File: src/hdl/kce_pkg.sv
// shared types and constants for the k-combination enumerator
// no dependencies; imported by kce_csr, kce_seq and the top level
package kce_pkg;

   localparam int CNT_W  = 6;   // position counter width
   localparam int ELEM_W = 8;   // set element width
   localparam int POS_W  = 3;   // position-in-subset width
   localparam int K_W    = 4;   // hand_size register width
   localparam int N_W    = 7;   // set_size register width
   localparam int SLOT_W = 6;   // load slot width

   typedef logic [1:0] op_type;
   localparam op_type OP_LOAD    = 2'd0;
   localparam op_type OP_RESTART = 2'd1;
   localparam op_type OP_NEXT    = 2'd2;

   // register index as decoded from paddr[2]
   localparam logic REG_HAND_SIZE = 1'b0;
   localparam logic REG_SET_SIZE  = 1'b1;

   typedef struct packed {
      logic [K_W-1:0] hand_size;
      logic [N_W-1:0] set_size;
   } cfg_type;

   // one store read issued by the sequencer, with the result tags it carries
   typedef struct packed {
      logic             valid;
      logic [POS_W-1:0] position;
      logic             last_of_subset;
      logic             final_subset;
      logic             exhausted;
      logic             zero_element;
   } issue_type;

endpackage

File: src/hdl/kce_ram.sv
// generic single-port-write, single-port-read ram with registered read
// no dependencies; read data holds while the read enable is low
module kce_ram #(
   parameter int WIDTH = 8,
   parameter int DEPTH = 64
) (
   input  logic                     clock,
   input  logic                     we,
   input  logic [$clog2(DEPTH)-1:0] waddr,
   input  logic [WIDTH-1:0]         wdata,
   input  logic                     re,
   input  logic [$clog2(DEPTH)-1:0] raddr,
   output logic [WIDTH-1:0]         rdata
);

   logic [WIDTH-1:0] mem [DEPTH];
   logic [WIDTH-1:0] rdata_ff;

   always_ff @(posedge clock) begin
      if (we) begin
         mem[waddr] <= wdata;
      end
      if (re) begin
         rdata_ff <= mem[raddr];
      end
   end

   assign rdata = rdata_ff;

endmodule

File: src/hdl/kce_csr.sv
// configuration registers (hand_size, set_size) behind an apb-style port
// depends on kce_pkg
module kce_csr (
   input  logic             clock,
   input  logic             reset,
   input  logic             csr_psel,
   input  logic             csr_penable,
   input  logic             csr_pwrite,
   input  logic [2:0]       csr_paddr,
   input  logic [31:0]      csr_pwdata,
   output logic [31:0]      csr_prdata,
   output logic             csr_pready,
   output kce_pkg::cfg_type cfg
);
   import kce_pkg::*;

   logic [K_W-1:0] hand_size_ff, hand_size_in;
   logic [N_W-1:0] set_size_ff, set_size_in;
   logic           wr_en;

   assign csr_pready = 1'b1;
   assign wr_en      = csr_psel & csr_penable & csr_pwrite;

   always_comb begin
      hand_size_in = hand_size_ff;
      set_size_in  = set_size_ff;
      if (wr_en) begin
         unique case (csr_paddr[2])
            REG_HAND_SIZE: hand_size_in = csr_pwdata[K_W-1:0];
            REG_SET_SIZE:  set_size_in  = csr_pwdata[N_W-1:0];
            default:       ;
         endcase
      end
   end

   always_ff @(posedge clock) begin
      if (reset) begin
         hand_size_ff <= K_W'(3);
         set_size_ff  <= N_W'(40);
      end else begin
         hand_size_ff <= hand_size_in;
         set_size_ff  <= set_size_in;
      end
   end

   always_comb begin
      unique case (csr_paddr[2])
         REG_HAND_SIZE: csr_prdata = 32'(hand_size_ff);
         REG_SET_SIZE:  csr_prdata = 32'(set_size_ff);
         default:       csr_prdata = '0;
      endcase
   end

   assign cfg.hand_size = hand_size_ff;
   assign cfg.set_size  = set_size_ff;

endmodule

File: src/hdl/kce_seq.sv
// sequencer: decodes transactions, holds the position counters, issues one
// store read per subset element and advances the enumeration; depends on kce_pkg
module kce_seq #(
   parameter int MAX_SET = 64,
   parameter int MAX_K   = 8
) (
   input  logic                       clock,
   input  logic                       reset,
   input  logic                       req_valid,
   output logic                       req_ready,
   input  kce_pkg::op_type            req_op,
   input  logic [kce_pkg::SLOT_W-1:0] req_slot,
   input  logic [kce_pkg::ELEM_W-1:0] req_value,
   input  kce_pkg::cfg_type           cfg,
   input  logic                       s1_free,
   output logic                       ram_we,
   output logic [$clog2(MAX_SET)-1:0] ram_waddr,
   output logic [kce_pkg::ELEM_W-1:0] ram_wdata,
   output logic                       ram_re,
   output logic [$clog2(MAX_SET)-1:0] ram_raddr,
   output kce_pkg::issue_type         issue
);
   import kce_pkg::*;

   localparam int         AW        = $clog2(MAX_SET);
   localparam int         KW        = (MAX_K > 1) ? $clog2(MAX_K) : 1;
   localparam logic [8:0] MAX_SET_W = 9'(MAX_SET);
   localparam logic [4:0] MAX_K_W   = 5'(MAX_K);

   typedef enum logic [2:0] {
      ST_IDLE = 3'b001,
      ST_EMIT = 3'b010,
      ST_EXH  = 3'b100
   } state_type;

   state_type        state_ff, state_in;
   logic [CNT_W-1:0] cnt_ff [MAX_K];
   logic [CNT_W-1:0] cnt_in [MAX_K];
   logic             needs_init_ff, needs_init_in;
   logic             done_ff, done_in;
   logic [KW-1:0]    j_ff, j_in;
   logic             found_ff, found_in;
   logic [KW-1:0]    p_ff, p_in;
   logic [CNT_W-1:0] cv_ff, cv_in;

   logic             accept;
   logic [K_W-1:0]   k;
   logic [N_W-1:0]   n_sat;
   logic [N_W-1:0]   nk;
   logic             illegal;
   logic [CNT_W-1:0] cur;
   logic [8:0]       cur_wide;
   logic [8:0]       slot_wide;
   logic [7:0]       limit;
   logic             below;
   logic             fin;
   logic             last;
   logic             found_now;
   logic [KW-1:0]    p_now;
   logic [CNT_W-1:0] cv_now;

   assign req_ready = (state_ff == ST_IDLE);
   assign accept    = req_valid & req_ready;

   assign k       = cfg.hand_size;
   assign n_sat   = ({2'b0, cfg.set_size} > MAX_SET_W) ? MAX_SET_W[N_W-1:0] : cfg.set_size;
   assign illegal = (k == '0) || (5'(k) > MAX_K_W) || (N_W'(k) > n_sat);
   assign nk      = n_sat - N_W'(k);

   // current counter and its advance test
   assign cur       = cnt_ff[j_ff];
   assign cur_wide  = 9'(cur);
   assign limit     = 8'(nk) + 8'(j_ff);
   assign below     = 8'(cur) < limit;
   assign fin       = N_W'(cnt_ff[0]) >= nk;
   assign last      = 5'(j_ff) == (5'(k) - 5'd1);
   assign found_now = below | found_ff;
   assign p_now     = below ? j_ff : p_ff;
   assign cv_now    = below ? cur : cv_ff;

   // store writes from load transactions
   assign slot_wide = 9'(req_slot);
   assign ram_we    = accept && (req_op == OP_LOAD) && (slot_wide < MAX_SET_W);
   assign ram_waddr = slot_wide[AW-1:0];
   assign ram_wdata = req_value;

   always_comb begin
      state_in      = state_ff;
      cnt_in        = cnt_ff;
      needs_init_in = needs_init_ff;
      done_in       = done_ff;
      j_in          = j_ff;
      found_in      = found_ff;
      p_in          = p_ff;
      cv_in         = cv_ff;
      ram_re        = 1'b0;
      ram_raddr     = cur_wide[AW-1:0];
      issue         = '0;

      unique case (state_ff)
         ST_IDLE: begin
            if (accept) begin
               j_in     = '0;
               found_in = 1'b0;
               case (req_op)
                  OP_RESTART: begin
                     needs_init_in = 1'b1;
                     done_in       = 1'b0;
                  end
                  OP_NEXT: begin
                     if (illegal) begin
                        state_in = ST_EXH;
                     end else if (needs_init_ff) begin
                        for (int i = 0; i < MAX_K; i++) begin
                           if (5'(i) < 5'(k)) begin
                              cnt_in[i] = CNT_W'(i);
                           end
                        end
                        needs_init_in = 1'b0;
                        done_in       = 1'b0;
                        state_in      = ST_EMIT;
                     end else if (done_ff) begin
                        state_in = ST_EXH;
                     end else begin
                        state_in = ST_EMIT;
                     end
                  end
                  default: ;
               endcase
            end
         end
         ST_EMIT: begin
            if (s1_free) begin
               ram_re               = 1'b1;
               issue.valid          = 1'b1;
               issue.position       = POS_W'(j_ff);
               issue.last_of_subset = last;
               issue.final_subset   = fin;
               issue.zero_element   = cur_wide >= MAX_SET_W;
               found_in             = found_now;
               p_in                 = p_now;
               cv_in                = cv_now;
               if (last) begin
                  state_in = ST_IDLE;
                  if (fin || !found_now) begin
                     done_in = 1'b1;
                  end else begin
                     // bump the rightmost movable counter, refill the rest in a row
                     for (int i = 0; i < MAX_K; i++) begin
                        if ((5'(i) >= 5'(p_now)) && (5'(i) < 5'(k))) begin
                           cnt_in[i] = cv_now + CNT_W'(i) - CNT_W'(p_now) + CNT_W'(1);
                        end
                     end
                  end
               end else begin
                  j_in = j_ff + KW'(1);
               end
            end
         end
         ST_EXH: begin
            if (s1_free) begin
               issue.valid        = 1'b1;
               issue.exhausted    = 1'b1;
               issue.zero_element = 1'b1;
               state_in           = ST_IDLE;
            end
         end
         default: state_in = ST_IDLE;
      endcase
   end

   always_ff @(posedge clock) begin
      if (reset) begin
         state_ff      <= ST_IDLE;
         needs_init_ff <= 1'b1;
         done_ff       <= 1'b0;
         j_ff          <= '0;
         found_ff      <= 1'b0;
         for (int i = 0; i < MAX_K; i++) begin
            cnt_ff[i] <= '0;
         end
      end else begin
         state_ff      <= state_in;
         needs_init_ff <= needs_init_in;
         done_ff       <= done_in;
         j_ff          <= j_in;
         found_ff      <= found_in;
         cnt_ff        <= cnt_in;
      end
   end

   always_ff @(posedge clock) begin
      p_ff  <= p_in;
      cv_ff <= cv_in;
   end

endmodule

File: src/hdl/k_combination_enumerator_unit.sv
// top level of the k-combination enumerator
// depends on kce_pkg, kce_ram, kce_csr, kce_seq
//
// usage
//   req channel: one transaction per command; tuser carries the operation
//     (load, restart, next), tdata the slot and element value of a load
//   rsp channel: one transaction per subset element, tlast on the k-th one;
//     tuser flags the final subset and the exhausted report
//   csr port: hand_size at address 0, set_size at address 4, written while idle
// timing
//   load and restart complete in their accept cycle; an exhausted report holds
//     the request side through the exhaust state; a next command holds it for
//     the accept and k store reads through the single read port, which wait
//     while the read stage is full; each element passes the read stage and
//     the output register before it is offered; a new command is taken as soon
//     as the last store read of the previous one is issued, while results still drain
// reset
//   clears the counters, arms the rewind to 0..k-1, clears the done mark and
//   loads hand_size 3, set_size 40; the set store is not cleared
// stall
//   with rsp_tready low the output register holds, one more element waits in
//   the read stage, and issue of further store reads stops until space frees
module k_combination_enumerator_unit #(
   parameter int MAX_SET = 64,
   parameter int MAX_K   = 8
) (
   input  logic        clock,
   input  logic        reset,
   // request channel
   input  logic        req_tvalid,
   output logic        req_tready,
   input  logic [15:0] req_tdata,    // slot[5:0], element_value[13:6], zero pad
   input  logic [1:0]  req_tuser,    // operation[1:0]
   // result channel
   output logic        rsp_tvalid,
   input  logic        rsp_tready,
   output logic [15:0] rsp_tdata,    // element[7:0], position[10:8], zero pad
   output logic        rsp_tlast,
   output logic [1:0]  rsp_tuser,    // final_subset[0], exhausted[1]
   // configuration port
   input  logic        csr_psel,
   input  logic        csr_penable,
   input  logic        csr_pwrite,
   input  logic [2:0]  csr_paddr,
   input  logic [31:0] csr_pwdata,
   output logic [31:0] csr_prdata,
   output logic        csr_pready
);
   import kce_pkg::*;

   localparam int AW = $clog2(MAX_SET);

   cfg_type           cfg;
   issue_type         issue;
   logic              s1_free;
   logic              ram_we;
   logic [AW-1:0]     ram_waddr;
   logic [ELEM_W-1:0] ram_wdata;
   logic              ram_re;
   logic [AW-1:0]     ram_raddr;
   logic [ELEM_W-1:0] ram_rdata;

   // read stage: tags for the store read in flight
   logic              s1_valid_ff, s1_valid_in;
   issue_type         s1_meta_ff;

   // output register
   logic              out_valid_ff, out_valid_in;
   logic [ELEM_W-1:0] out_element_ff;
   logic [POS_W-1:0]  out_position_ff;
   logic              out_last_ff;
   logic              out_final_ff;
   logic              out_exh_ff;
   logic              out_load;

   kce_csr u_csr (
      .clock       (clock),
      .reset       (reset),
      .csr_psel    (csr_psel),
      .csr_penable (csr_penable),
      .csr_pwrite  (csr_pwrite),
      .csr_paddr   (csr_paddr),
      .csr_pwdata  (csr_pwdata),
      .csr_prdata  (csr_prdata),
      .csr_pready  (csr_pready),
      .cfg         (cfg)
   );

   kce_seq #(
      .MAX_SET (MAX_SET),
      .MAX_K   (MAX_K)
   ) u_seq (
      .clock     (clock),
      .reset     (reset),
      .req_valid (req_tvalid),
      .req_ready (req_tready),
      .req_op    (req_tuser),
      .req_slot  (req_tdata[SLOT_W-1:0]),
      .req_value (req_tdata[SLOT_W+ELEM_W-1:SLOT_W]),
      .cfg       (cfg),
      .s1_free   (s1_free),
      .ram_we    (ram_we),
      .ram_waddr (ram_waddr),
      .ram_wdata (ram_wdata),
      .ram_re    (ram_re),
      .ram_raddr (ram_raddr),
      .issue     (issue)
   );

   // set store, read data holds while the read stage is stalled
   kce_ram #(
      .WIDTH (ELEM_W),
      .DEPTH (MAX_SET)
   ) u_store (
      .clock (clock),
      .we    (ram_we),
      .waddr (ram_waddr),
      .wdata (ram_wdata),
      .re    (ram_re),
      .raddr (ram_raddr),
      .rdata (ram_rdata)
   );

   // move the read stage into the output register when it is empty or draining
   assign out_load = s1_valid_ff & (~out_valid_ff | rsp_tready);
   assign s1_free  = ~s1_valid_ff | out_load;

   always_comb begin
      s1_valid_in = s1_valid_ff;
      if (issue.valid) begin
         s1_valid_in = 1'b1;
      end else if (out_load) begin
         s1_valid_in = 1'b0;
      end

      out_valid_in = out_valid_ff;
      if (out_load) begin
         out_valid_in = 1'b1;
      end else if (rsp_tready) begin
         out_valid_in = 1'b0;
      end
   end

   always_ff @(posedge clock) begin
      if (reset) begin
         s1_valid_ff  <= 1'b0;
         out_valid_ff <= 1'b0;
      end else begin
         s1_valid_ff  <= s1_valid_in;
         out_valid_ff <= out_valid_in;
      end
   end

   always_ff @(posedge clock) begin
      if (issue.valid) begin
         s1_meta_ff <= issue;
      end
      if (out_load) begin
         // counters beyond the store and exhausted reports give element zero
         out_element_ff  <= s1_meta_ff.zero_element ? '0 : ram_rdata;
         out_position_ff <= s1_meta_ff.position;
         out_last_ff     <= s1_meta_ff.last_of_subset;
         out_final_ff    <= s1_meta_ff.final_subset;
         out_exh_ff      <= s1_meta_ff.exhausted;
      end
   end

   assign rsp_tvalid = out_valid_ff;
   assign rsp_tdata  = {5'b0, out_position_ff, out_element_ff};
   assign rsp_tlast  = out_last_ff;
   assign rsp_tuser  = {out_exh_ff, out_final_ff};

endmodule

File: config.mk
export PLATFORM = sky130hd
export DESIGN_NAME = k_combination_enumerator_unit
export DESIGN_NICKNAME = d
export VERILOG_FILES = /design/src/hdl/kce_pkg.sv /design/src/hdl/kce_ram.sv /design/src/hdl/kce_csr.sv /design/src/hdl/kce_seq.sv /design/src/hdl/k_combination_enumerator_unit.sv
export SDC_FILE = /design/constraint.sdc
export NUM_CORES = 1
export LEC_CHECK = 0
export ABC_AREA = 0
export BUFFER_PORTS_ARGS = -buffer_cell sky130_fd_sc_hd__clkbuf_2
export CORE_ASPECT_RATIO = 1.5
export CORE_MARGIN = 2
export CORE_UTILIZATION = 35
export DETAILED_ROUTE_END_ITERATION = 10
export GPL_ROUTABILITY_DRIVEN = 1
export GPL_TIMING_DRIVEN = 0
export PLACE_DENSITY = 0.5
export SETUP_SLACK_MARGIN = 0.4
export SYNTH_ARGS = -nofsm -noshare
export SYNTH_HDL_FRONTEND = slang
export SYNTH_HIERARCHICAL = 1
export SYNTH_SLANG_ARGS = --single-unit
File: constraint.sdc
create_clock -name clock -period 8.2 [get_ports clock]
set_input_delay 0.41 -clock clock [delete_from_list [all_inputs] [get_ports clock]]
set_output_delay 0.41 -clock clock [all_outputs]
set_load 0.1 [all_outputs]
==> metrics <==
CTS tree=done; # fillers=7,211; Synth Register Bits=620; Place WS=0.624 ns; Int Power=5.25 mW; antenna cells=0; Longest Clk Path Bufs=3; critical-path cell list=clkbuf_1 -> clkbuf_1 -> mux4_2 -> nand2_1 -> nand2_1 -> ha_1 -> and4_1 -> o221ai_1 -> nand3_1 -> o31a_1 -> nand2_1 -> clkbuf_2 -> nor2_1 -> a31oi_1 -> ha_1 -> inv_1 -> ha_1 -> a21oi_1 -> inv_1 -> a21oi_1 -> inv_1 -> a21oi_1 -> xnor2_1 -> o22ai_1; worst-margin pin slew=1.15 ns; fin cells=2,930; most frequent cell after synthesis=edfxtp_1; All-Layer GR Usage=20.2%; Top delay family on crit path=buffers and inverters; Distinct cells, synth=83; Max IR drop VDD=0.151 mV; fin crit period=7.06 ns; Area Overhead vs Synth=13.1%; dpl hpwl=56,800 um; gpl congestion=0.911; 1st-iter DRT viols=1,446; Crit. Startpoint=u_seq/j_ff[0]; Critical Path RT=8.71 ns; ANT nets after route=0; stages on the worst setup path=24; Setup Skew=0.0366 ns; RR Startpoint=u_seq/j_ff[0]; Post-Syn Instances=1,738; sequential share of power=50.4%; Num CTS Buffers=59; EDFF count, synth=550; crit end category=register; reg2reg setup slack=1.14 ns; final setup TNS=0 ns; Starting Density=35.3%; DIE WIDTH=232 um; Synth Area per Inst=15.7 um^2; core area=77,300 um^2; commonest cells in the netlist=edfxtp_1 (550), nor2_1 (138), mux4_2 (136); Site Rows=125; Vias/cell=5.39; first drt pass iteration count=6; height of the die=346 um; clock power share=40.7%; final setup fails=0; RSZ-0062 raised after global routing=false; Detailed Route WL=81,400 um; H-tree levels=2; cell taking the most area after synthesis=edfxtp_1; worst r2r dst=u_seq/cnt_ff[17]; Clock Tree Root=clkbuf_16; share of cells above drive strength 1=20.8%; clock net sink count=620; Buffers & Inverters on Critical Path=6; CP max stage delay=0.76 ns; post-CTS setup buffers=0; Synth top area share=60.5%; detailed-route via count=15,780; period utilisation layout=86.0%; Post-Syn Area=27,300 um^2; yosys warns=6; first-pass GRT wire length=116,000 um; switch share=24.3%; max-slew violation count=0; R2R depth=24; ys async rst share=0%; synth top area cells=edfxtp_1 (61%), mux4_2 (11%), dfxtp_1 (5.1%); placed cell count=2,820; Max Fclk=0.142 GHz; remaining global-route overflow=0; Critical Path End=u_seq/cnt_ff[17]; PortBufs=38; DR DRC count=0; Leak Pwr=10.0 nW; CP max FO=10; Wirelength per Cell=27.8 um; dominant synthesized flop cell=edfxtp_1; Final Hold Viols=0; outcome=finished, final reports clean; largest net degree at the start of global routing=65; slowest CP cell=clkbuf_1; clock-pin slew on the worst setup and hold paths=0.06 ns; number of global-route vias before repair=16,283; Die ar.=80,200 um^2; Comb pwr share=8.9%; Power Density=225 nW/um^2; post-layout net count=1,974; net switching power figure=1.69 mW; Hold Crit Class=in2reg; setup ws final=1.14 ns; Slew Limit Headroom=23.4%; I/O Pins=114; max-cap viol count=0; crit path DAT=7.56 ns; Seq/Total Area, Yosys=65.7%; clock latency on the worst-skew pair=0.65 ns; crit path kind=reg2reg; critical path launch point type=register; initial antenna violation count=1
## stage by stage
step                area (um^2)  util [%]  hold WS (ns)  power, mW
floorplan                 27400         -         0.400       4.00
finish                    30800      39.9        0.0295       6.94
global placement          28800      37.3         0.406       4.18
CTS                       30800      39.9       0.00860       7.01
global route              30800      39.9        0.0300       7.16
detailed placement        28800      37.3         0.406       4.18
## cells in the final DEF (no fill, tap or decap), types with 14 or more instances in the layout
cell type,instances
nor2b_1,28
inv_1,52
buf_2,21
clkbuf_16,60
ha_1,43
nand2_1,107
dfxtp_1,70
buf_4,57
mux2i_1,56
clkbuf_1,52
clkbuf_2,40
nor3_1,14
o21ai_0,27
xnor2_1,27
nand3_1,32
mux4_2,136
o22ai_1,24
nor2_1,138
conb_1,31
edfxtp_1,550
a21oi_1,35
a31oi_1,15
nand2b_1,27
## cell type report
class | instances | area (um^2) | area share, %
multi-input combinational | 956 | 8440 | 27.4
inverter | 55 | 206 | 0.669
buffer | 135 | 826 | 2.68
clock buffer | 70 | 1550 | 5.02
clock inverter | 40 | 439 | 1.42
tap | 1016 | 1270 | 4.12
timing repair buffer | 38 | 190 | 0.617
sequential | 620 | 17900 | 58.1
## kinds of logic (layout without fill, tap and decap cells)
logic type,Yosys count,in the layout,share of synthesized area [%]
adder cells (fa/ha/maj),49,49,2.41
flip-flops,620,620,65.7
buffers and inverters,190,338,3.78
XOR/XNOR,39,39,1.25
multiplexers,205,205,13.8
other,3,31,0.0413
AO/OA/AOI/OAI,212,212,5.49
AND/OR/NAND/NOR,420,420,7.51
## registers in the layout, summed over array words and instances (netlist names), 3 cells and up
name                cells
u_csr/set_size_ff       7
out_position_ff         3
u_seq/p_ff              3
u_seq/j_ff              3
s1_meta_ff              7
u_store/mem           512
u_seq/cnt_ff           48
u_store/rdata           8
u_seq/cv_ff             6
u_csr/hand_size_ff      4
out_element_ff          8
u_seq/state_ff          3
## per-layer routing
layer  up-vias  track usage [%]  part of all wire, %
met3       142             2.91                  5.5
met5         -                0                    0
met1      8154             23.1                   37
met4         0             7.99                  4.0
met2       576             37.6                   54
li1       6908                -                    -
## power by group through the flow
stage	sequential (mW)	combinational (mW)	clock (mW)
floorplan	3.57	0.432	0
global placement	3.57	0.609	0
detailed placement	3.57	0.614	0
CTS	3.50	0.616	2.89
global route	3.50	0.652	3.00
finish	3.50	0.617	2.82
## worst register-to-register path, cell delays in order (launching register included)
cell and delay (ns):
dfxtp_1 0.46, clkbuf_1 0.57, clkbuf_1 0.77, mux4_2 0.61, nand2_1 0.10, nand2_1 0.29
ha_1 0.40, and4_1 0.20, o221ai_1 0.10, nand3_1 0.19, o31a_1 0.34, nand2_1 0.14
clkbuf_2 0.32, nor2_1 0.15, a31oi_1 0.09, ha_1 0.53, inv_1 0.16, ha_1 0.39
a21oi_1 0.34, inv_1 0.08, a21oi_1 0.23, inv_1 0.06, a21oi_1 0.17, xnor2_1 0.15
o22ai_1 0.10
## repair_timing
action / in CTS / in global routing
hold buffers: 0 / 0
resized for setup: 0 / 4
endpoints found under the setup margin: 0 / 2
## worst min-delay path by stage
stage,to,depth (start not counted),startpoint,slack (ns)
2_1_floorplan,out_exh_ff,0,s1_meta_ff[1],0.40
3_3_place_gp,rsp_tlast,0,s1_meta_ff[3],0.41
3_5_place_dp,out_position_ff[0],0,s1_meta_ff[4],0.41
4_1_cts,u_csr/set_size_ff[4],3,csr_pwdata[4],0.009
5_1_grt,u_csr/set_size_ff[4],3,csr_pwdata[4],0.03
6_report,u_csr/set_size_ff[4],3,csr_pwdata[4],0.03
(Power assumes the default switching activity.)
